$ cat src/hdg_pkg.sv
// ----------------------------------------------------------------------------
// hdg_pkg: shared types, constants and tables for the heading unit
// Holds the field widths, the CORDIC arctangent table in 2^-16 degree and the
// quadrant flags that travel down the cell chain.
// ----------------------------------------------------------------------------
package hdg_pkg;

  localparam int COORD_W  = 20;   // Q15.4 coordinates
  localparam int TOL_W    = 8;    // vertical tolerance register
  localparam int XY_W     = 32;   // CORDIC x / y datapath, signed
  localparam int ACC_W    = 25;   // angle accumulator, signed, 2^-16 degree
  localparam int ATAN_W   = 22;   // one table entry, unsigned
  localparam int CLAMP_W  = 23;   // clamped accumulator, 0 .. 90 degrees
  localparam int ANG_W    = 13;   // magnitude angle in 1/64 degree, 0 .. 5760
  localparam int HEAD_W   = 15;   // heading in 1/64 degree, 0 .. 23040
  localparam int ROUND_SH = 10;   // 2^-16 degree to 1/64 degree

  localparam int TABLE_LEN            = 24;
  localparam int ANGLE_ITERATIONS_DEF = 16;
  localparam int NUDGE_LSB            = 8;
  localparam int PRESCALE             = 8;

  localparam logic [CLAMP_W-1:0] DEG90_ACC  = CLAMP_W'(5898240);
  localparam logic [HEAD_W-1:0]  DEG180_OUT = HEAD_W'(11520);
  localparam logic [HEAD_W-1:0]  DEG360_OUT = HEAD_W'(23040);

  // Quadrant and special-case flags carried alongside the CORDIC data
  typedef struct packed {
    logic above;   // end point strictly above start point
    logic right;   // end point strictly right of the nudged start
    logic vert;    // nudged dx is zero and dy is not: force 90 degrees
  } hdg_flags_t;

  // atan(2^-i) in degrees, units of 2^-16 degree, rounded to nearest
  function automatic logic [ATAN_W-1:0] atan_entry(input int unsigned idx);
    logic [ATAN_W-1:0] val;
    case (idx)
      0:       val = ATAN_W'(2949120);
      1:       val = ATAN_W'(1740967);
      2:       val = ATAN_W'(919879);
      3:       val = ATAN_W'(466945);
      4:       val = ATAN_W'(234379);
      5:       val = ATAN_W'(117304);
      6:       val = ATAN_W'(58666);
      7:       val = ATAN_W'(29335);
      8:       val = ATAN_W'(14668);
      9:       val = ATAN_W'(7334);
      10:      val = ATAN_W'(3667);
      11:      val = ATAN_W'(1833);
      12:      val = ATAN_W'(917);
      13:      val = ATAN_W'(458);
      14:      val = ATAN_W'(229);
      15:      val = ATAN_W'(115);
      16:      val = ATAN_W'(57);
      17:      val = ATAN_W'(29);
      18:      val = ATAN_W'(14);
      19:      val = ATAN_W'(7);
      20:      val = ATAN_W'(4);
      21:      val = ATAN_W'(2);
      22:      val = ATAN_W'(1);
      default: val = '0;
    endcase
    return val;
  endfunction

endpackage

$ cat src/hdg_front.sv
// ----------------------------------------------------------------------------
// hdg_front: point difference, vertical nudge and quadrant flags
// Registers the nudged |dx| and |dy|, prescaled for the CORDIC chain, plus the
// quadrant flags of one item.
// ----------------------------------------------------------------------------
module hdg_front import hdg_pkg::*; (
  input  logic                      clk,
  input  logic                      rst_n,
  input  logic [TOL_W-1:0]          tol,
  input  logic                      in_valid,
  output logic                      in_stall,
  input  logic signed [COORD_W-1:0] start_x,
  input  logic signed [COORD_W-1:0] start_y,
  input  logic signed [COORD_W-1:0] end_x,
  input  logic signed [COORD_W-1:0] end_y,
  output logic                      out_valid,
  input  logic                      out_stall,
  output logic signed [XY_W-1:0]    out_x,
  output logic signed [XY_W-1:0]    out_y,
  output hdg_flags_t                out_flags
);

  logic                      vld_r, vld_nxt;
  logic signed [XY_W-1:0]    x_r, x_nxt;
  logic signed [XY_W-1:0]    y_r, y_nxt;
  hdg_flags_t                flags_r, flags_nxt;

  logic signed [COORD_W:0]   dx, dy;
  logic        [COORD_W:0]   adx, ady;
  logic signed [COORD_W+1:0] dxn, dxf;
  logic        [COORD_W:0]   ax;

  assign in_stall = vld_r && out_stall;

  always_comb begin
    dx  = $signed({end_x[COORD_W-1], end_x}) - $signed({start_x[COORD_W-1], start_x});
    dy  = $signed({end_y[COORD_W-1], end_y}) - $signed({start_y[COORD_W-1], start_y});
    adx = dx[COORD_W] ? (COORD_W+1)'(-dx) : dx;
    ady = dy[COORD_W] ? (COORD_W+1)'(-dy) : dy;
    // nudge end x left by half a unit when the slope is near vertical
    dxn = $signed({dx[COORD_W], dx}) - (COORD_W+2)'(NUDGE_LSB);
    dxf = (adx <= (COORD_W+1)'(tol)) ? dxn : $signed({dx[COORD_W], dx});
    ax  = dxf[COORD_W+1] ? (COORD_W+1)'(-dxf) : (COORD_W+1)'(dxf);

    x_nxt           = $signed(XY_W'({ax, PRESCALE'(0)}));
    y_nxt           = $signed(XY_W'({ady, PRESCALE'(0)}));
    flags_nxt.above = (dy > 0);
    flags_nxt.right = (dxf > 0);
    flags_nxt.vert  = (ax == '0) && (ady != '0);

    vld_nxt = in_stall ? vld_r : in_valid;
  end

  always_ff @(posedge clk) begin
    if (!rst_n) begin
      vld_r <= 1'b0;
    end else begin
      vld_r <= vld_nxt;
    end
  end

  always_ff @(posedge clk) begin
    if (in_valid && !in_stall) begin
      x_r     <= x_nxt;
      y_r     <= y_nxt;
      flags_r <= flags_nxt;
    end
  end

  assign out_valid = vld_r;
  assign out_x     = x_r;
  assign out_y     = y_r;
  assign out_flags = flags_r;

endmodule

$ cat config.mk
export PLATFORM = sky130hd
export DESIGN_NAME = hdg_front
export DESIGN_NICKNAME = d
export VERILOG_FILES = /design/src/hdg_pkg.sv /design/src/hdg_front.sv
export SDC_FILE = /design/constraint.sdc
export NUM_CORES = 1
export LEC_CHECK = 0
export BUFFER_PORTS_ARGS = -buffer_cell sky130_fd_sc_hd__buf_2
export CORE_AREA = 4 4 116 118
export CTS_CLUSTER_SIZE = 24
export DETAILED_ROUTE_END_ITERATION = 16
export DIE_AREA = 0 0 120 122
export HOLD_SLACK_MARGIN = 0.05
export PLACE_DENSITY_LB_ADDON = 0.05
export SLEW_MARGIN = 10
export SYNTH_ARGS = -nofsm -noshare
export SYNTH_HDL_FRONTEND = slang
export SYNTH_SLANG_ARGS = --single-unit
export TNS_END_PERCENT = 1
$ cat constraint.sdc
create_clock -name clk -period 6.4 [get_ports clk]
set_input_delay 0.32 -clock clk [delete_from_list [all_inputs] [get_ports clk]]
set_output_delay 0.32 -clock clk [all_outputs]
set_load 0.005 [all_outputs]
== Yosys cells after proc, flatten, opt, wreduce, memory -nomap -nowiden ==
Index checks and enable logic that the tools add are counted.
Operators by class
  order comparisons: 3
  reductions and logical operators: 6
  add/subtract/negate cells: 6
  muxes and demuxes: 4
Operators by type and width (count)
  2-to-1 mux 21 bit: 3
  negator 21 bit: 3
  subtractor 20 x 20 -> 21 bit: 2
  greater-than comparator 22 x 1 -> 1 bit (second input constant): 1
  2-to-1 mux 22 bit: 1
  subtractor 21 x 5 -> 22 bit (second input constant): 1
  greater-than comparator 21 x 1 -> 1 bit (second input constant): 1
  <= comparator 21 x 8 -> 1 bit: 1
  zero test 21 bit: 1
  nonzero test 21 bit: 1
  logical AND 1 bit: 3
  zero test 1 bit: 1
Storage, ports and cells
  output and inout bits: 69
  bits of input ports: 92
  register bits: 46

== Depth between registers and ports, before layout ==
  depth in word-level cells: 9
  gate-level depth with buffers: 29
  gate-level depth less buffers: 28

== Worst setup path after synthesis ==
No wires, ideal clock.
  path kind: input to register
  from: input port start_x[10]
  to: register flags_r (netlist bit out_flags[0]) (data pin)
  path buffers: 3
  data arrival time: 5.863 ns
  cell stages on the path: 29
  setup slack: 0.387 ns
  path through: inv_1 ha_1 clkbuf_1 and2_1 and3_1 a21boi_1 o211ai_1 a221oi_1 clkbuf_1 clkbuf_1 nor2_1 xnor2_1 ha_1 o21a_1 o21ai_0 a21oi_1 o21ai_0 a21oi_1 a21oi_1 o2111ai_1 or4_4 nor2_8 a21oi_2 nor4_4 and2_4 nand3b_1 a41o_1 or4_4 nor3_2
RTL lines
  start: declaration: RTL line hdg_front.sv:12  | input logic signed [COORD_W-1:0] start_x,
  end signal: assignment: RTL line hdg_front.sv:66  | flags_r <= flags_nxt;
  end: declaration: RTL line hdg_front.sv:26  | hdg_flags_t flags_r, flags_nxt;

==> results.toml <==
[floorplan]
die_x_um = 120
ios = 161
core_um2 = 12500
die_h_um = 122
die_area_um2 = 14600
placementRows = 41
initial_core_util_pct = 47.9

[worst_setup_path]
cp-end-kind = "flop"
crit_slowest_cell = "or4_4"
regToRegSetupSlack_ns = 4.96
cp_data_arrival_time_ns = 6.03
crit_path_max_incr_delay_ns = 0.52
crit_fanout = 8
r2r_start = "out_valid"
crit_path_start_kind = "primary input"
crit_required_ns = 6.54
reg2reg_depth = 3
criticalPathCategory = "primary input to flop"
r2r_end = "out_x[15]"

[outcome]
run_status = "completed"

[detailed_routing]
drt_iter0_drc = 457
via_per_inst = 5.61
routed_wl_mm = 16.6
avgRoutedWirePerCell_um = 15.8
vias = 5873
dr.pass1.iters = 5
ant_nets = 0
drc = 0

[hold_path]
min_from = "rst_n"
hold_path_class = "primary input to flop"
min_delay_path_depth = 2
whs_endpoint = "out_valid"

[synthesis]
yosysWarnings = 0
synthFlopType = "edfxtp_1"
ys_seq_elements = 46
netlist_area_um2 = 5980
ys_types = 86
synth-edff-count = 45
synth_top_cell_by_area = "edfxtp_1"
syn_area_per_cell_um2 = 8.22
async_flop_share_pct = 0
seq_area_frac_synth_pct = 22.9
synth_top_area_share_pct = 22.6
netlist_instances = 727
synth_area_leaders = "edfxtp_1 23%, ha_1 11%, xnor2_1 7.6%"

[power]
power_leakage_uw = 0.00317
p_per_area_nw_per_um2 = 215
peakVddDrop_mv = 0.128

[grt]
grt_max_degree = 46
grt_pass1_vias = 5435
antenna_found_initial = 0
grt_pass1_wl_mm = 26.4
grt_usage_pct = 21.8
overflow = 0

[timing]
drv_slew = 0
fin_setup_tns_ns = 0
worst_slew_pin_slew_ns = 0.782
setup_viol = 0
post-route-period-util_pct = 92.1
rsz0062_at_grt = "no"
fin_skew_ns = 0.00439
min_period_ns = 5.89
slew_headroom_pct = 47.2
setup_ws_ns = 0.507
finalHoldViolations = 0
hold_ws_ns = 0.235
fmax_ghz = 0.170

[finish]
diodes = 0
mostFrequentLayoutCell = "buf_2"
syn2layout_area_growth_pct = 18.3
finalNonFillerCells = 1047
nNetsFinal = 1020
mostFrequentLayoutCells = "138 x buf_2, 64 x inv_1, 61 x a21oi_1"
drive_gt1_share_pct = 23.3
layout.filler_cells = 1194

[flow_run]
maxCapViolCount = 0

[clock_network]
htreeDepth = 2
cts_resized = 0
post_cts_buffers = 0
cts_sinks = 46
path_clk_slew_ns = 0.06
cts_root_buf = "clkbuf_16"
cts_tree = "done"
cts_buffers = 5
clk_latency_ns = 0.29
ctsHoldBuffers = 0
cts_buffer_depth = 2

[placement]
gp_congestion = 0.897
placedCellCount = 1038
io_buffer_count = 138
dp_slack_ns = 0.232
dp_hpwl_mm = 13.9
==> registers in the layout, indices dropped and copies added, names as in the netlist <==
register,cells
out_x,21
out_y,21
out_valid,1
out_flags,3
==> logic make-up (layout without fill, tap and decap cells) <==
logic type	after synthesis	after routing	share of synthesized area [%]
muxes	2	2	0.356
and+or+nand+nor	238	238	22.1
buffers and inverters	103	230	7.91
adders and majority gates	54	54	11.6
DFF	46	46	22.9
other	1	22	0.0627
xor gates and xnor gates	75	75	11.3
AOI/OAI and AO/OA	208	208	23.8
==> cell usage after synthesis, types with 5 or more instances <==
master	number
a221oi_1	5
xnor2_1	52
a31oi_1	12
a211oi_1	7
and2_1	12
nor4_1	10
xor2_1	22
or3_1	5
inv_1	64
a21boi_1	5
o21ai_0	38
and3_1	9
edfxtp_1	45
buf_4	22
a21o_1	13
a21oi_1	61
nand2_1	48
o21a_1	12
nor2b_1	6
nand2b_1	5
nor2_1	52
or2_2	7
nor3_1	24
ha_1	52
nand3_1	13
nand4_1	13
clkbuf_1	14
==> power by group <==
part	total, µW	internal (µW)	switching, µW
Combinational	800	324	475
Clock	293	185	108
Sequential	424	410	13.3
Total	1520	919	597
==> worst max-delay path, delay by kind of cell <==
kind,cells,cell delay (ns)
buf+inv,1,0.10
fa+ha+maj,3,0.95
simple gates,9,2.25
compound gates,14,2.43
==> metal layers <==
layer  vias up  share of wire (%)  wire (µm)  global-route usage [%]
met5         -                  0          0                       0
met4         0               0.61        101                    3.08
met3        11                6.5       1070                    3.48
met2       198                 46       7630                    36.3
met1      2746                 47       7770                    30.6
li1       2918                  -          -                       -
==> how the worst max path moves through the flow <==
stage                           start           end  slack (ns)  cells past startpoint
after floorplan           start_x[10]  out_flags[0]        0.39                     29
after CTS                  start_x[0]  out_flags[0]        0.51                     27
after global placement    start_x[17]  out_flags[0]        0.42                     27
final                      start_x[0]  out_flags[0]        0.51                     27
after global routing       start_x[1]  out_flags[0]        0.06                     28
after detailed placement   start_x[0]  out_flags[0]        0.23                     27
==> layout make-up <==
cell class / count / area [µm²] / share of cell area (%)
Timing Repair Buffer: 158 / 853 / 12.1
Clock buffer: 5 / 125 / 1.77
Clock inverter: 3 / 43.8 / 0.620
Sequential cell: 46 / 1370 / 19.4
Tap cell: 172 / 215 / 3.04
Multi-Input combinational cell: 599 / 4220 / 59.7
Inverter: 64 / 240 / 3.40
==> stage by stage <==
step / area (µm²) / power [µW] / util [%]
5_1_grt: 7070 / 1630 / 56.7
6_report: 7070 / 1520 / 56.7
4_1_cts: 7050 / 1520 / 56.5
2_1_floorplan: 6060 / 982 / -
3_3_place_gp: 6880 / 1210 / 55.2
3_5_place_dp: 6880 / 1220 / 55.2
No activity file was read; power rests on OpenSTA's default activity.
