$ cat src/hdg_pkg.sv
// ----------------------------------------------------------------------------
// hdg_pkg: shared types, constants and tables for the heading unit
// Holds the field widths, the CORDIC arctangent table in 2^-16 degree and the
// quadrant flags that travel down the cell chain.
// ----------------------------------------------------------------------------
package hdg_pkg;

  localparam int COORD_W  = 20;   // Q15.4 coordinates
  localparam int TOL_W    = 8;    // vertical tolerance register
  localparam int XY_W     = 32;   // CORDIC x / y datapath, signed
  localparam int ACC_W    = 25;   // angle accumulator, signed, 2^-16 degree
  localparam int ATAN_W   = 22;   // one table entry, unsigned
  localparam int CLAMP_W  = 23;   // clamped accumulator, 0 .. 90 degrees
  localparam int ANG_W    = 13;   // magnitude angle in 1/64 degree, 0 .. 5760
  localparam int HEAD_W   = 15;   // heading in 1/64 degree, 0 .. 23040
  localparam int ROUND_SH = 10;   // 2^-16 degree to 1/64 degree

  localparam int TABLE_LEN            = 24;
  localparam int ANGLE_ITERATIONS_DEF = 16;
  localparam int NUDGE_LSB            = 8;
  localparam int PRESCALE             = 8;

  localparam logic [CLAMP_W-1:0] DEG90_ACC  = CLAMP_W'(5898240);
  localparam logic [HEAD_W-1:0]  DEG180_OUT = HEAD_W'(11520);
  localparam logic [HEAD_W-1:0]  DEG360_OUT = HEAD_W'(23040);

  // Quadrant and special-case flags carried alongside the CORDIC data
  typedef struct packed {
    logic above;   // end point strictly above start point
    logic right;   // end point strictly right of the nudged start
    logic vert;    // nudged dx is zero and dy is not: force 90 degrees
  } hdg_flags_t;

  // atan(2^-i) in degrees, units of 2^-16 degree, rounded to nearest
  function automatic logic [ATAN_W-1:0] atan_entry(input int unsigned idx);
    logic [ATAN_W-1:0] val;
    case (idx)
      0:       val = ATAN_W'(2949120);
      1:       val = ATAN_W'(1740967);
      2:       val = ATAN_W'(919879);
      3:       val = ATAN_W'(466945);
      4:       val = ATAN_W'(234379);
      5:       val = ATAN_W'(117304);
      6:       val = ATAN_W'(58666);
      7:       val = ATAN_W'(29335);
      8:       val = ATAN_W'(14668);
      9:       val = ATAN_W'(7334);
      10:      val = ATAN_W'(3667);
      11:      val = ATAN_W'(1833);
      12:      val = ATAN_W'(917);
      13:      val = ATAN_W'(458);
      14:      val = ATAN_W'(229);
      15:      val = ATAN_W'(115);
      16:      val = ATAN_W'(57);
      17:      val = ATAN_W'(29);
      18:      val = ATAN_W'(14);
      19:      val = ATAN_W'(7);
      20:      val = ATAN_W'(4);
      21:      val = ATAN_W'(2);
      22:      val = ATAN_W'(1);
      default: val = '0;
    endcase
    return val;
  endfunction

endpackage

$ cat src/hdg_back.sv
// ----------------------------------------------------------------------------
// hdg_back: clamp, round and quadrant placement
// Turns the final accumulator into a 0..90 degree magnitude in 1/64 degree,
// places it by quadrant and holds the heading in the output register.
// ----------------------------------------------------------------------------
module hdg_back import hdg_pkg::*; (
  input  logic                    clk,
  input  logic                    rst_n,
  input  logic                    in_valid,
  output logic                    in_stall,
  input  logic signed [ACC_W-1:0] in_acc,
  input  hdg_flags_t              in_flags,
  output logic                    out_valid,
  input  logic                    out_stall,
  output logic [HEAD_W-1:0]       out_heading
);

  logic                vld_r, vld_nxt;
  logic [HEAD_W-1:0]   head_r, head_nxt;
  logic [CLAMP_W-1:0]  acc_c, acc_rnd;
  logic [ANG_W-1:0]    ang;
  logic [HEAD_W-1:0]   ang_w;

  assign in_stall = vld_r && out_stall;

  always_comb begin
    if (in_flags.vert) begin
      acc_c = DEG90_ACC;
    end else if (in_acc < 0) begin
      acc_c = '0;
    end else if (in_acc > $signed({{(ACC_W-CLAMP_W){1'b0}}, DEG90_ACC})) begin
      acc_c = DEG90_ACC;
    end else begin
      acc_c = CLAMP_W'(in_acc);
    end
    // round half up to 1/64 degree
    acc_rnd = acc_c + CLAMP_W'(1 << (ROUND_SH - 1));
    ang     = acc_rnd[ROUND_SH +: ANG_W];
    ang_w   = HEAD_W'(ang);

    if (in_flags.above) begin
      head_nxt = in_flags.right ? (DEG360_OUT - ang_w) : (DEG180_OUT + ang_w);
    end else begin
      head_nxt = in_flags.right ? ang_w : (DEG180_OUT - ang_w);
    end
    vld_nxt = in_stall ? vld_r : in_valid;
  end

  always_ff @(posedge clk) begin
    if (!rst_n) begin
      vld_r <= 1'b0;
    end else begin
      vld_r <= vld_nxt;
    end
  end

  always_ff @(posedge clk) begin
    if (in_valid && !in_stall) begin
      head_r <= head_nxt;
    end
  end

  assign out_valid   = vld_r;
  assign out_heading = head_r;

endmodule

$ cat config.mk
export PLATFORM = sky130hd
export DESIGN_NAME = hdg_back
export DESIGN_NICKNAME = d
export VERILOG_FILES = /design/src/hdg_pkg.sv /design/src/hdg_back.sv
export SDC_FILE = /design/constraint.sdc
export NUM_CORES = 1
export LEC_CHECK = 0
export BUFFER_PORTS_ARGS = -buffer_cell sky130_fd_sc_hd__buf_2
export CAP_MARGIN = 20
export CORE_ASPECT_RATIO = 1.1
export CORE_UTILIZATION = 45
export CTS_CLUSTER_SIZE = 24
export DETAILED_ROUTE_END_ITERATION = 8
export HOLD_SLACK_MARGIN = 0.08
export PLACE_DENSITY = 0.83
export SYNTH_ARGS = -nofsm -noshare
export SYNTH_HDL_FRONTEND = slang
export SYNTH_SLANG_ARGS = --single-unit
$ cat constraint.sdc
create_clock -name clk -period 9.41 [get_ports clk]
set_clock_uncertainty 0.2 [all_clocks]
set_input_delay 0.941 -clock clk [delete_from_list [all_inputs] [get_ports clk]]
set_output_delay 0.941 -clock clk [all_outputs]
set_load 0.05 [all_outputs]
### Word level (Yosys, flattened, before mapping)

Index checks and enable logic that the tools add are counted.

| storage, ports and cells | value |
|---|---|
| flip-flop bits (word level) | 16 |
| input port bits | 32 |
| output and inout port bits | 17 |
| word-level logic and storage cells | 17 |

| operators by class | value |
|---|---|
| add/sub/neg operators | 4 |
| order comparisons | 2 |
| muxes and demuxes | 6 |
| reduce and logical (&&, ||, !) cells | 3 |

Operator list:

| cell | number |
|---|---|
| 23-bit 2-to-1 mux | 3 |
| 15-bit 2-to-1 mux | 3 |
| 25-bit by 24-bit > comparator with 1-bit output (second input constant) | 1 |
| 25-bit by 1-bit less-than comparator with 1-bit output (second input constant) | 1 |
| 23-bit by 10-bit adder with 23-bit output (second input constant) | 1 |
| 14-bit by 13-bit adder with 15-bit output (first input constant) | 1 |
| 14-bit by 13-bit subtractor with 15-bit output (first input constant) | 1 |
| 15-bit by 13-bit subtractor with 15-bit output (first input constant) | 1 |
| 1-bit logical AND | 2 |
| 1-bit zero test | 1 |

### Logic depth before layout (Yosys ltp)

| depth | value |
|---|---|
| word-level depth | 8 |
| mapped depth | 14 |
| gate-level depth less buffers | 13 |

### Worst setup path after synthesis

OpenSTA, ideal clock, no wires.

| path | value |
|---|---|
| path kind | input port to flip-flop |
| start | input port in_acc[14] |
| end | register head_r[12] (netlist: out_heading[12]) (data pin) |
| setup time | 0.258 ns |
| arrival | 4.470 ns |
| required time | 8.952 ns |
| setup slack | 4.483 ns |
| stages | 14 |
| buffers on the path | 1 |
| cells stage by stage | buf_6 -> or4_1 -> or4_4 -> o21ai_4 -> and3_1 -> ha_1 -> nand3_1 -> or4_1 -> nor3_1 -> o211ai_2 -> or3_1 -> or4_4 -> o211ai_2 -> xnor2_1 |

| between the ends | value |
|---|---|
| word-level cells in the longest chain between the ends | 8 |
| elaborated cells between the ends (all ways) | 12 |
| those cells by class | 4 x add/sub; 2 x order compare; 6 x mux |

RTL lines:

| element | RTL line | RTL |
|---|---|---|
| start: declaration | hdg_back.sv:11 | `input logic signed [ACC_W-1:0] in_acc,` |
| 25-bit by 24-bit > comparator with 1-bit output | hdg_back.sv:31 | `end else if (in_acc > $signed({{(ACC_W-CLAMP_W){1'b0}}, DEG90_ACC})) begin` |
| 23-bit 2-to-1 mux | hdg_back.sv:31 |  |
| 23-bit 2-to-1 mux * | hdg_back.sv:29 | `end else if (in_acc < 0) begin` |
| 23-bit 2-to-1 mux * | hdg_back.sv:27 | `if (in_flags.vert) begin` |
| 23-bit by 10-bit adder with 23-bit output * | hdg_back.sv:37 | `acc_rnd = acc_c + CLAMP_W'(1 << (ROUND_SH - 1));` |
| 15-bit by 13-bit subtractor with 15-bit output (tied with other cells) | hdg_back.sv:42 | `head_nxt = in_flags.right ? (DEG360_OUT - ang_w) : (DEG180_OUT + ang_w);` |
| 15-bit 2-to-1 mux (on tied branches) | hdg_back.sv:42, hdg_back.sv:44 |  |
| 15-bit 2-to-1 mux * | hdg_back.sv:41 | `if (in_flags.above) begin` |
| named net head_nxt[12] | hdg_back.sv:19 | `logic [HEAD_W-1:0] head_r, head_nxt;` |
| end signal: assignment | hdg_back.sv:59 | `head_r <= head_nxt;` |
| end: declaration | hdg_back.sv:19 |  |

Mark *: on every way through the listed nets, which the timed path passes. The rest lies on a longest branch.
A chain may end at the register's enable or synchronous reset.

### Worst setup path after layout

| path | value |
|---|---|
| start | input port in_acc[21] |
| end | register head_r[12] (netlist: out_heading[12]) (data pin) |

Same word-level chain as after synthesis.

==> flow_summary.json <==
{
  "layout_worst_path_cycle_share": 0.525,
  "grt_pass1_vias": 1280,
  "htree_levels": 1,
  "cp-end-kind": "flop",
  "numCtsBuffers": 3,
  "vias_per_cell": 5.80,
  "crit_type": "input port to flop",
  "finalWirelength_um": 3160,
  "cpPeakStageDelay_ps": 510,
  "die-area_mm2": 0.00356,
  "antenna_found_initial": 0,
  "cts_tree": "built",
  "arrival_ps": 4780,
  "start_kind": "input port",
  "synth.avg_cell_area_um2": 8.71,
  "first_pass_iters": 6,
  "vdd_drop_max_mv": 0.0418,
  "crit_fanout": 6,
  "slew_headroom": 0.342,
  "synth_warnings": 0,
  "powerDensity_mw_per_mm2": 119,
  "fmax_ghz": 0.203,
  "yosysSeqAreaShare": 0.314,
  "fin_nets": 254,
  "grt_pass1_wl_um": 5430,
  "fillers": 283,
  "drc": 8,
  "cts_setup_buffers": 0,
  "status": "finished, violations left",
  "min_period_ps": 4940,
  "die_w_um": 57.0,
  "post_dp_cell_area_mm2": 0.00175,
  "p_leak_nw": 0.707,
  "rsz0062_at_grt": "no",
  "fp.dieH_um": 62.5,
  "syn-num-nets": 206,
  "cts_hold_buffers": 0,
  "drive_above_1_share": 0.283,
  "slowest_stage": "or4_1",
  "clk_latency_ps": 270,
  "syn_to_final_growth_pct": 19.7,
  "fp-row-count": 21,
  "final_max_slew_viol_count": 0,
  "worst_pin_slew_ps": 982,
  "gp_congestion": 0.900,
  "clkTransAtPathRegs_ps": 90,
  "grt_max_degree": 17,
  "clockBufferDepth": 2,
  "path_cells": "buf_2, or4_1, or4_4, o21ai_4, and3_1, ha_1, nand3_1, or4_1, nor3_1, o211ai_2, or3_1, or4_4, o211ai_2, xnor2_1",
  "cts_resized": 0,
  "ys_ff_latch": 16,
  "ys_types": 48,
  "maxCapViolCount": 0,
  "finalSetupViolCount": 0,
  "finalSetupTns_ps": 0,
  "initial_utilization": 0.483,
  "netlist_area_mm2": 0.00150,
  "routedWlPerCell_um": 12.5,
  "vias": 1467,
  "hold_class": "flop to flop",
  "grt_use_total": 0.186,
  "violations": "design-rule violations",
  "synth_cells": 172,
  "n_antenna_cell": 0,
  "ios": 49,
  "worst_ep_required_time_ps": 9250,
  "portBuffers": 48,
  "hpwl_um": 2520,
  "cts.sinks": 16,
  "cts-root-buf": "clkbuf_4",
  "stdcell_area_mm2": 0.00179,
  "ant_nets": 0,
  "core_area_mm2": 0.00310,
  "hold_viol_final": 0,
  "initialDrtViolationCount": 68,
  "overflow": 0
}
[layer usage]
layer	vias to the layer above	global-route usage	wire length, um
li1	757	-	-
met1	646	0.243	1440
met2	62	0.310	1500
met3	2	0.0166	213
met4	0	0.0823	10
met5	-	0	0
[stage by stage]
| stage | hold slack (ps) | utilization | setup slack [ps] | power (mW) | instances |
|---|---|---|---|---|---|
| 6_report | 420 | 0.578 | 4470 | 0.214 | 253 |
| 5_1_grt | 476 | 0.578 | 4300 | 0.226 | 253 |
| 4_1_cts | 434 | 0.576 | 4510 | 0.214 | 252 |
| 3_5_place_dp | 415 | 0.564 | 4210 | 0.172 | 248 |
| 3_3_place_gp | 383 | 0.564 | 4280 | 0.171 | 248 |
| 2_1_floorplan | 859 | - | 4480 | 0.150 | 172 |
[state kept, by name, summed over array words and instances, names as in the netlist]
signal       count
out_valid        1
out_heading     15
[cells in the final DEF (no fill, tap or decap), types with 6 or more instances in the layout]
| master | instances |
|---|---|
| a21oi_1 | 15 |
| buf_2 | 48 |
| edfxtp_1 | 15 |
| inv_1 | 8 |
| nand2_1 | 8 |
| nand3_1 | 11 |
| nor2_1 | 15 |
| nor3_1 | 6 |
| xnor2_1 | 13 |
| xor2_1 | 8 |
[final cells by class]
class	count	area, um2	area share
inverter	8	30.0	0.0167
tap	34	42.5	0.0237
clock buffer	4	36.3	0.0202
timing repair buffer	49	248	0.138
multi-input combinational	142	966	0.539
sequential	16	470	0.262
[synthesized netlist by cell type (all sizes together)]
cell     number  share of area
ha            2          0.017
a211o         1         0.0058
or4           4          0.025
dfxtp         1          0.013
o311ai        1         0.0058
a41oi         2          0.012
mux2i         1         0.0067
o21a          5          0.025
nand4         4          0.017
a31oi         2         0.0084
a21oi        15          0.050
nor4          5          0.021
clkbuf        4          0.010
o221ai        1         0.0058
o211ai        5          0.032
o32ai         1         0.0058
a21boi        1         0.0050
and3          4          0.017
and2          2         0.0084
or4b          1         0.0067
nand2         8          0.020
and4          2          0.012
nand3        11          0.037
a21o          1         0.0050
or3           2         0.0084
a211oi        1         0.0050
o31ai         2          0.010
buf           2          0.011
inv           8          0.020
o21ai         7          0.031
nor4bb        1         0.0067
o21bai        1         0.0050
o311a         1         0.0067
nor3          7          0.027
xnor2        13          0.076
a2111oi       1          0.018
edfxtp       15           0.30
xor2          8          0.047
nor2b         2         0.0084
or2           1         0.0042
nor2         16          0.045
[final timing paths]
kind	startpoint	endpoint	slack, ps	cells past startpoint
max reg2reg	out_valid	out_heading[10]	7730	3
max	in_acc[21]	out_heading[12]	4470	14
min reg2reg	out_valid	out_valid	420	2
min	out_valid	out_valid	420	2
[worst max-delay path: cells and delay by family]
kind            cells  cell delay (ps)
compound gates      3              440
fa+ha+maj           1              210
buf+inv             1              130
simple gates        8             2980
xor+xnor            1               80
[report_power, final]
part | switching (mW) | internal (mW)
registers | 0.00120 | 0.0867
logic | 0.0572 | 0.0257
clock network | 0.0195 | 0.0235
[kinds of logic (layout without fill, tap and decap cells)]
logic type | after synthesis | after routing | synth area share
AO/OA/AOI/OAI | 48 | 48 | 0.236
XOR/XNOR | 21 | 21 | 0.123
adder cells (fa/ha/maj) | 2 | 2 | 0.0167
buffers and inverters | 14 | 61 | 0.0409
flip-flops | 16 | 16 | 0.314
multiplexers | 1 | 1 | 0.00668
AND/OR/NAND/NOR | 70 | 70 | 0.262
(Power assumes the default switching activity.)
