$ cat src/hdg_pkg.sv
// ----------------------------------------------------------------------------
// hdg_pkg: shared types, constants and tables for the heading unit
// Holds the field widths, the CORDIC arctangent table in 2^-16 degree and the
// quadrant flags that travel down the cell chain.
// ----------------------------------------------------------------------------
package hdg_pkg;

  localparam int COORD_W  = 20;   // Q15.4 coordinates
  localparam int TOL_W    = 8;    // vertical tolerance register
  localparam int XY_W     = 32;   // CORDIC x / y datapath, signed
  localparam int ACC_W    = 25;   // angle accumulator, signed, 2^-16 degree
  localparam int ATAN_W   = 22;   // one table entry, unsigned
  localparam int CLAMP_W  = 23;   // clamped accumulator, 0 .. 90 degrees
  localparam int ANG_W    = 13;   // magnitude angle in 1/64 degree, 0 .. 5760
  localparam int HEAD_W   = 15;   // heading in 1/64 degree, 0 .. 23040
  localparam int ROUND_SH = 10;   // 2^-16 degree to 1/64 degree

  localparam int TABLE_LEN            = 24;
  localparam int ANGLE_ITERATIONS_DEF = 16;
  localparam int NUDGE_LSB            = 8;
  localparam int PRESCALE             = 8;

  localparam logic [CLAMP_W-1:0] DEG90_ACC  = CLAMP_W'(5898240);
  localparam logic [HEAD_W-1:0]  DEG180_OUT = HEAD_W'(11520);
  localparam logic [HEAD_W-1:0]  DEG360_OUT = HEAD_W'(23040);

  // Quadrant and special-case flags carried alongside the CORDIC data
  typedef struct packed {
    logic above;   // end point strictly above start point
    logic right;   // end point strictly right of the nudged start
    logic vert;    // nudged dx is zero and dy is not: force 90 degrees
  } hdg_flags_t;

  // atan(2^-i) in degrees, units of 2^-16 degree, rounded to nearest
  function automatic logic [ATAN_W-1:0] atan_entry(input int unsigned idx);
    logic [ATAN_W-1:0] val;
    case (idx)
      0:       val = ATAN_W'(2949120);
      1:       val = ATAN_W'(1740967);
      2:       val = ATAN_W'(919879);
      3:       val = ATAN_W'(466945);
      4:       val = ATAN_W'(234379);
      5:       val = ATAN_W'(117304);
      6:       val = ATAN_W'(58666);
      7:       val = ATAN_W'(29335);
      8:       val = ATAN_W'(14668);
      9:       val = ATAN_W'(7334);
      10:      val = ATAN_W'(3667);
      11:      val = ATAN_W'(1833);
      12:      val = ATAN_W'(917);
      13:      val = ATAN_W'(458);
      14:      val = ATAN_W'(229);
      15:      val = ATAN_W'(115);
      16:      val = ATAN_W'(57);
      17:      val = ATAN_W'(29);
      18:      val = ATAN_W'(14);
      19:      val = ATAN_W'(7);
      20:      val = ATAN_W'(4);
      21:      val = ATAN_W'(2);
      22:      val = ATAN_W'(1);
      default: val = '0;
    endcase
    return val;
  endfunction

endpackage

$ cat src/hdg_cell.sv
// ----------------------------------------------------------------------------
// hdg_cell: one vectoring CORDIC step
// Rotates (x, y) toward the x axis by atan(2^-STEP) and updates the angle
// accumulator; hands the result to the next cell.
// ----------------------------------------------------------------------------
module hdg_cell import hdg_pkg::*; #(
  parameter int STEP = 0
) (
  input  logic                    clk,
  input  logic                    rst_n,
  input  logic                    in_valid,
  output logic                    in_stall,
  input  logic signed [XY_W-1:0]  in_x,
  input  logic signed [XY_W-1:0]  in_y,
  input  logic signed [ACC_W-1:0] in_acc,
  input  hdg_flags_t              in_flags,
  output logic                    out_valid,
  input  logic                    out_stall,
  output logic signed [XY_W-1:0]  out_x,
  output logic signed [XY_W-1:0]  out_y,
  output logic signed [ACC_W-1:0] out_acc,
  output hdg_flags_t              out_flags
);

  localparam logic signed [ACC_W-1:0] STEP_ANG =
    $signed({{(ACC_W-ATAN_W){1'b0}}, atan_entry(STEP)});

  logic                    vld_r, vld_nxt;
  logic signed [XY_W-1:0]  x_r, x_nxt;
  logic signed [XY_W-1:0]  y_r, y_nxt;
  logic signed [ACC_W-1:0] acc_r, acc_nxt;
  hdg_flags_t              flags_r;
  logic signed [XY_W-1:0]  xs, ys;

  assign in_stall = vld_r && out_stall;

  always_comb begin
    // arithmetic shift: floor toward minus infinity
    xs = in_x >>> STEP;
    ys = in_y >>> STEP;
    if (in_y > 0) begin
      x_nxt   = in_x + ys;
      y_nxt   = in_y - xs;
      acc_nxt = in_acc + STEP_ANG;
    end else begin
      x_nxt   = in_x - ys;
      y_nxt   = in_y + xs;
      acc_nxt = in_acc - STEP_ANG;
    end
    vld_nxt = in_stall ? vld_r : in_valid;
  end

  always_ff @(posedge clk) begin
    if (!rst_n) begin
      vld_r <= 1'b0;
    end else begin
      vld_r <= vld_nxt;
    end
  end

  always_ff @(posedge clk) begin
    if (in_valid && !in_stall) begin
      x_r     <= x_nxt;
      y_r     <= y_nxt;
      acc_r   <= acc_nxt;
      flags_r <= in_flags;
    end
  end

  assign out_valid = vld_r;
  assign out_x     = x_r;
  assign out_y     = y_r;
  assign out_acc   = acc_r;
  assign out_flags = flags_r;

endmodule

$ cat config.mk
export PLATFORM = sky130hd
export DESIGN_NAME = hdg_cell
export DESIGN_NICKNAME = d
export VERILOG_FILES = /design/src/hdg_pkg.sv /design/src/hdg_cell.sv
export SDC_FILE = /design/constraint.sdc
export NUM_CORES = 1
export LEC_CHECK = 0
export ABC_CLOCK_PERIOD_IN_PS = 9500
export BUFFER_PORTS_ARGS = -buffer_cell sky130_fd_sc_hd__buf_2
export CORE_AREA = 2 2 137 112
export CTS_CLUSTER_SIZE = 30
export DETAILED_ROUTE_END_ITERATION = 8
export DIE_AREA = 0 0 139 114
export HOLD_SLACK_MARGIN = 0.12
export PLACE_DENSITY = 0.95
export SYNTH_ARGS = -nofsm -noshare
export SYNTH_HDL_FRONTEND = slang
export SYNTH_SLANG_ARGS = --single-unit
$ cat constraint.sdc
create_clock -name clk -period 9.5 [get_ports clk]
set_input_delay 2.375 -clock clk [delete_from_list [all_inputs] [get_ports clk]]
set_output_delay 2.375 -clock clk [all_outputs]
set_load 0.01 [all_outputs]
## Yosys cells after proc, flatten, opt, wreduce, memory -nomap -nowiden

Index checks and enable logic that the tools add are counted.

| storage, ports and cells | value |
|---|---|
| flip-flop bits (word level) | 93 |
| latch bits | 0 |
| RAM bits | 0 |
| ROM bits | 0 |
| bits of input ports | 96 |
| output and inout bits | 94 |
| memories kept | 0 |

| operators by class | value |
|---|---|
| add/sub/neg operators | 5 |
| multipliers | 0 |
| div/mod/pow operators | 0 |
| order comparisons | 1 |
| eq/ne operators | 0 |
| shifts and indexed selects | 0 |
| muxes and demuxes | 3 |
| bitwise logic cells | 0 |
| reductions and logical operators | 3 |

Operators by type and width:

| kind | count |
|---|---|
| $mux 32 | 2 |
| $sub 32x32->32 | 2 |
| $add 32x32->32 | 1 |
| $gt 32x1->1 const B | 1 |
| $add 25x23->25 const B | 1 |
| $mux 25 | 1 |
| $sub 25x23->25 const B | 1 |
| $logic_and 1x1->1 | 2 |
| $logic_not 1->1 | 1 |

## Longest topological paths before layout

Gate-level depths: netlist (run 1).

| logic depth | value |
|---|---|
| word-level depth | 3 |
| depth in mapped cells | 17 |
| depth with buffers taken out | 14 |

## Worst setup path before layout (run 1)

OpenSTA, ideal clock, no wires.

| timing | value |
|---|---|
| path kind | in2reg |
| from | input out_stall |
| to | register acc_r[0] (netlist: out_acc[0]), enable pin |
| arrival time | 6.617 ns |
| setup slack | 2.332 ns |
| stages | 2 |
| path buffers | 0 |
| cell sequence | and2_1 > nor2b_1 |

| on the way | value |
|---|---|
| word-level cells in the longest chain between the ends | 3 |

Ends and longest elaborated chain:

| element | RTL line | source |
|---|---|---|
| from (decl) | hdg_cell.sv:18 | `input logic out_stall,` |
| $logic_and 1x1->1 | hdg_cell.sv:35 | `assign in_stall = vld_r && out_stall;` |
| $logic_not 1->1 | hdg_cell.sv:62 | `if (in_valid && !in_stall) begin` |
| $logic_and 1x1->1 | hdg_cell.sv:62 |  |
| to (signal assigned) | hdg_cell.sv:65 | `acc_r <= acc_nxt;` |
| to (decl) | hdg_cell.sv:31 | `logic signed [ACC_W-1:0] acc_r, acc_nxt;` |

Every way passes these cells.
A chain may end at the register's enable or synchronous reset.

## Worst setup path after layout (run 1)

| timing | value |
|---|---|
| from | input in_y[18] |
| to | register acc_r[23] (netlist: out_acc[23]), data pin |

| on the way | value |
|---|---|
| word-level cells in the longest chain between the ends | 2 |

Ends and longest elaborated chain:

| element | RTL line | source |
|---|---|---|
| from (decl) | hdg_cell.sv:14 | `input logic signed [XY_W-1:0] in_y,` |
| $gt 32x1->1 | hdg_cell.sv:41 | `if (in_y > 0) begin` |
| $mux 25 | hdg_cell.sv:41 |  |
| named net acc_nxt[23] | hdg_cell.sv:31 |  |

The timed path passes the listed nets, and every way through them passes these cells.

==> out/results.ini, run 1 <==
[run_status]
status = finished, final reports clean

[clock_network]
clockRootBuffer = clkbuf_16
cts-resized-gates = 0
cts_tree = built
cts_setup_buffers = 0
postCtsHoldBufs = 0
clk-insertion-delay-late_ns = 0.36
cts.sinks = 92
clk_pin_slew_ns = 0.07
cts_made_buffers = 9
cts_buffer_depth = 2
htree_levels = 3

[drt]
detail-route-antenna-nets = 0
wl_per_cell_um = 19.1
wirelength_um = 24700
post-route-drc-count = 0
drt_first_pass_iters = 5
num_vias = 7901
drt-vias-per-instance = 6.12
drt_iter0_drc = 945

[logic_synthesis]
synth.area.mux_share_pct = 1.64
async_flop_share_pct = 0
synth_cell_types = 84
syn_inst = 939
synthFlopType = edfxtp_1
synth_edf_count = 91
yosys.area_share.xor_xnor_pct = 7.09
synth_top_family_by_area = compound AO/OA/AOI/OAI gates
ys_seq_area_share_pct = 32.3
synth_nets = 1139
synth_compound_area_share_pct = 24.2
synth_adder_area_share_pct = 15.6
yosysWarnings = 0
synth_area_per_cell_um2 = 9.08
ys_ff_latch = 92
syn_area_mm2 = 0.00853
synthSimpleGateAreaFrac_pct = 12.0

[critical_path]
crit_required_ns = 9.61
worst-setup-path-type = in2reg
start_kind = input port
crit_fanout = 62
worst_setup_path_end_kind = flip-flop
critPathArrivalTime_ns = 5.58

[timing]
min_period_ns = 5.47
fin_tns_setup_ns = 0
max_freq_mhz = 183
drv_slew = 0
slew-limit-headroom_pct = 20.9
finClkSkew_ns = 0.00692
fin_crit_sh_pct = 57.6
holdWs_ns = 0.666
rsz0062_at_grt = no
setup_viol = 0
hold_viol_final = 0
worst_slew_pin_slew_ns = 1.18

[die]
die-area_mm2 = 0.0158
dieWidth_um = 139
rows = 40
io_pins = 190
coreArea_mm2 = 0.0146
fp.dieH_um = 114
start_util_pct = 58.4

[finish]
area_growth_pct = 15.2
instances_no_fill = 1292
drive_above_1_share_pct = 23.0
fin_area_mm2 = 0.00983
layout.nets = 1297
num-fill-cells = 1193

[global_route]
grt_overflow = 0
grt_max_degree = 63
antenna_found_initial = 2
grt_pass1_vias = 7289
grt_pass1_wl_um = 38500
track_usage_pct = 30.7

[power_and_ir_drop]
p_leak_nw = 4.46
p_total_mw = 1.41
p_per_area_mw_per_mm2 = 144
ir_drop_mv = 0.0997

[flow_run]
cap_violations = 0

[worst_hold_path]
worstHoldPathType = reg2reg

[place]
dp_cells = 1275
numPortBuffers = 189
gp_congestion = 1.01
placed_area_mm2 = 0.00952
post-dp-hpwl_um = 19300

-- routing by layer --
| layer | track usage (%) | share of wire [%] | vias to the layer above |
|---|---|---|---|
| met5 | 0 | 0 | - |
| met4 | 7.81 | 2.2 | 0 |
| met3 | 6.51 | 12 | 54 |
| met2 | 49.8 | 44 | 537 |
| met1 | 42.2 | 42 | 3644 |
| li1 | - | - | 3666 |
-- critical path: stages --
cell and delay, ns:
buf_2 0.13, nor4_1 0.65, nand4_1 0.16, nor2_1 0.11, or2_2 0.12, buf_4 0.60, ha_1 0.37, a21o_1 0.16
a21oi_1 0.20, o21ai_0 0.11, a21oi_1 0.22, o21bai_1 0.09, a21oi_1 0.17, xnor2_1 0.08
-- layout make-up --
class,instances,area [um^2],area share [%]
Antenna cell,1,2.50,0.0255
Clock inverter,7,76.3,0.777
Sequential cell,92,2750,28.0
Clock buffer,9,225,2.29
Timing Repair Buffer,192,968,9.86
Tap cell,189,236,2.41
Inverter,104,390,3.97
Multi-Input combinational cell,698,5170,52.7
-- Yosys cell counts, drive strengths merged (14+ instances only) --
cell type | number | area, um^2
a21oi | 113 | 581
inv | 103 | 387
ha | 100 | 1250
edfxtp | 91 | 2730
nor2 | 72 | 273
xnor2 | 61 | 534
o21ai | 56 | 284
nand2 | 50 | 188
a21o | 28 | 210
buf | 24 | 141
clkbuf | 21 | 78.8
o21bai | 17 | 128
nor3 | 16 | 101
mux2i | 14 | 140
nand4 | 14 | 93.8
-- stage by stage --
step                worst slack, ns  utilization [%]
floorplan                      2.33                -
global placement               3.82             65.2
detailed placement             3.73             65.2
CTS                            4.10             67.2
global route                   3.86             67.2
finish                         4.03             67.2
-- cell families (layout without fill, tap and decap cells) --
kind of cell / Yosys count / in the layout
other: 0 / 1
and+or+nand+nor: 209 / 209
DFF: 92 / 92
xor gates and xnor gates: 69 / 69
muxes: 14 / 14
adders and majority gates: 104 / 104
AOI/OAI and AO/OA: 302 / 302
buffers and inverters: 149 / 312
-- flip-flops by register name, indices dropped and copies added (netlist names) --
| signal | cells |
|---|---|
| out_valid | 1 |
| out_y | 31 |
| out_x | 32 |
| out_acc | 25 |
| out_flags | 3 |
-- cells in the final DEF (no fill, tap or decap), types with 12 or more instances in the layout --
master    synthesis  layout
a21o_1           28      28
a21oi_1         109     109
buf_2            11     189
edfxtp_1         91      91
ha_1            100     100
inv_1            95      95
mux2i_1          14      14
nand2_1          50      50
nand3_1          12      12
nand4_1          13      13
nor2_1           71      71
nor3_1           13      13
o21ai_0          45      45
o21bai_1         17      17
xnor2_1          61      61
-- final timing paths --
kind | startpoint | end | slack [ns] | cells past startpoint
worst min-delay path | out_valid | out_valid | 0.67 | 2
worst min register to register | out_valid | out_valid | 0.67 | 2
worst max register to register | out_valid | out_x[25] | 7.00 | 3
worst max-delay path | in_y[18] | out_acc[23] | 4.03 | 14
-- where the power goes --
group	leakage [nW]	internal, mW	total [mW]	switching [mW]
Combinational	3.42	0.197	0.518	0.321
Sequential	0.889	0.516	0.529	0.0125
Clock	0.149	0.187	0.364	0.177
No activity file was read; power rests on OpenSTA's default activity.
==> inputs of run 2 (changes only) <==
Settings changed: ABC_CLOCK_PERIOD_IN_PS 9500 to 4600, CORE_AREA 2 2 137 112 to 2 2 148 121, DIE_AREA 0 0 139 114 to 0 0 150 123, PLACE_DENSITY 0.95 to 0.89.
Clock period 9.5 ns to 4.6 ns, I/O delays scaled along.
==> run 2 against run 1 <==
Critical path depth is the same. Clock power grew 120%. Via count shrank 0.61%. Critical path type unchanged. Critical endpoint is now out_x[18]. Largest power group unchanged.
==> out/results.ini, run 2 (synthesized netlist as in run 1, its figures left out) <==
[run_status]
status = finished, final reports clean

[worst_hold_path]
hold_depth = 2  ; unchanged
hold_start = out_valid
worstHoldPathType = reg2reg
hold_end = out_valid

[clock_network]
cts_tree = built
clk-insertion-delay-late_ns = 0.36  ; about the same
clk_pin_slew_ns = 0.07  ; about the same
clockRootBuffer = clkbuf_16
cts-resized-gates = 0  ; unchanged
cts.sinks = 92  ; unchanged
cts_setup_buffers = 0  ; unchanged
cts_buffer_depth = 2  ; unchanged
postCtsHoldBufs = 0  ; unchanged
htree_levels = 3  ; unchanged
cts_made_buffers = 9  ; unchanged

[place]
dp_slack_ns = 0.419  ; -3.31 ns
placed_area_mm2 = 0.00966  ; +1.4%
numPortBuffers = 189  ; unchanged
post-dp-hpwl_um = 19700  ; +2.0%
gp_congestion = 1.01  ; about the same
dp_cells = 1323  ; +3.8%

[critical_path]
critPathArrivalTime_ns = 3.99  ; -1.59 ns
crit_fanout = 10  ; -84%
r2r-start = out_valid
ff2ff_setup_slack_ns = 2.69  ; -4.31 ns
start_kind = input port
worstRegToRegCells = 3  ; unchanged
crit_required_ns = 4.70  ; -4.91 ns
worst_setup_path_end_kind = flip-flop
worst-setup-path-type = in2reg
r2r-end = out_x[26]

[drt]
post-route-drc-count = 0  ; unchanged
drt_first_pass_iters = 7  ; +2
wl_per_cell_um = 18.6  ; -2.5%
detail-route-antenna-nets = 0  ; unchanged
drt_iter0_drc = 648  ; -31%
drt-vias-per-instance = 5.85  ; -4.3%
wirelength_um = 25000  ; +1.3%
num_vias = 7853  ; -0.61%

[timing]
rsz0062_at_grt = no
layout_setup_ws_ns = 0.716  ; -3.31 ns
holdWs_ns = 0.691  ; +0.0255 ns
worst_slew_pin_slew_ns = 1.14  ; -0.0429 ns
hold_viol_final = 0  ; unchanged
setup_viol = 0  ; unchanged
max_freq_mhz = 257
finClkSkew_ns = 0.00987  ; +0.00295 ns
fin_crit_sh_pct = 84.4
slew-limit-headroom_pct = 23.9  ; +3.0 points
drv_slew = 0  ; unchanged
fin_tns_setup_ns = 0  ; unchanged
min_period_ns = 3.88

[die]
io_pins = 190  ; unchanged
fp.dieH_um = 123  ; +7.9%
dieWidth_um = 150  ; +7.9%
start_util_pct = 50.2  ; -8.2 points
rows = 43  ; +7.5%
die-area_mm2 = 0.0185  ; +16%
coreArea_mm2 = 0.0170  ; +16%

[global_route]
antenna_found_initial = 3  ; +1
track_usage_pct = 26.8  ; -3.8 points
grt_pass1_vias = 7200  ; -1.2%
grt_max_degree = 92  ; +46%
grt_pass1_wl_um = 38200  ; -0.75%
grt_overflow = 0  ; unchanged

[finish]
instances_no_fill = 1342  ; +3.9%
area_growth_pct = 17.0
drive_above_1_share_pct = 23.9  ; +0.83 points
largest_reg_flops = 32  ; unchanged
utilization_pct = 58.7  ; -8.5 points
mostFrequentLayoutCells = buf_2, a21oi_1, ha_1
num-fill-cells = 1503  ; +26%
layout.nets = 1309  ; +0.93%
mostFrequentLayoutCell = buf_2
fin_area_mm2 = 0.00998  ; +1.6%

[power_and_ir_drop]
p_total_mw = 2.98  ; +110%
ir_drop_mv = 0.176  ; +77%
p_leak_nw = 4.52  ; +1.4%
p_per_area_mw_per_mm2 = 298  ; +110%

[flow_run]
cap_violations = 0  ; unchanged

-- run 2: cell count changes in the layout (fill, tap and decap cells not counted) --
cell        previous run  this run
diode_2                1         3
bufinv_16              0         1
clkinv_4               2         1
buf_4                  3        15
inv_8                  3         2
clkinvlp_4             0         1
-- run 2: layout make-up --
| type | count | area, um^2 | area share, % |
|---|---|---|---|
| inverter | 104 | 390 | 3.91 |
| clock buffer | 9 | 225 | 2.26 |
| tap | 225 | 282 | 2.82 |
| timing repair buffer | 204 | 1060 | 10.6 |
| antenna | 3 | 7.51 | 0.0752 |
| multi-input combinational | 698 | 5170 | 51.8 |
| clock inverter | 7 | 93.8 | 0.940 |
| sequential | 92 | 2750 | 27.6 |
-- run 2: critical path, stage by stage --
cell and delay [ns]:
buf_2 0.10, inv_1 0.05, ha_1 0.31, buf_4 0.19
nor2b_1 0.16, o221ai_1 0.21, a21oi_2 0.32, a31oi_2 0.16
buf_4 0.19, o31ai_1 0.42, a21o_1 0.18, a21oi_1 0.11
mux2i_1 0.33, xnor2_1 0.10
-- run 2: metal layers --
| layer | up-vias | routed length, um | global-route usage, % |
|---|---|---|---|
| met2 | 428 | 10900 | 41.3 |
| met3 | 30 | 2370 | 4.69 |
| met1 | 3715 | 11400 | 38.7 |
| li1 | 3680 | - | - |
| met4 | 0 | 395 | 7.84 |
| met5 | - | 0 | 0 |
-- run 2: how the worst max path moves through the flow --
stage,to,slack (ns),cells after the start,start
final,out_x[18],0.72,14,in_x[2]
after global routing,out_x[18],0.53,14,in_x[2]
after CTS,out_acc[24],0.80,15,in_y[18]
after detailed placement,out_acc[24],0.42,15,in_y[18]
after global placement,out_x[18],0.43,14,in_x[2]
after floorplan,out_acc[0],0.42,2,out_stall
-- run 2: power breakdown --
group | leakage, nW | internal, mW | switching (mW)
logic | 3.48 | 0.417 | 0.666
registers | 0.889 | 1.07 | 0.0247
clock network | 0.153 | 0.437 | 0.367
total | 4.52 | 1.92 | 1.06
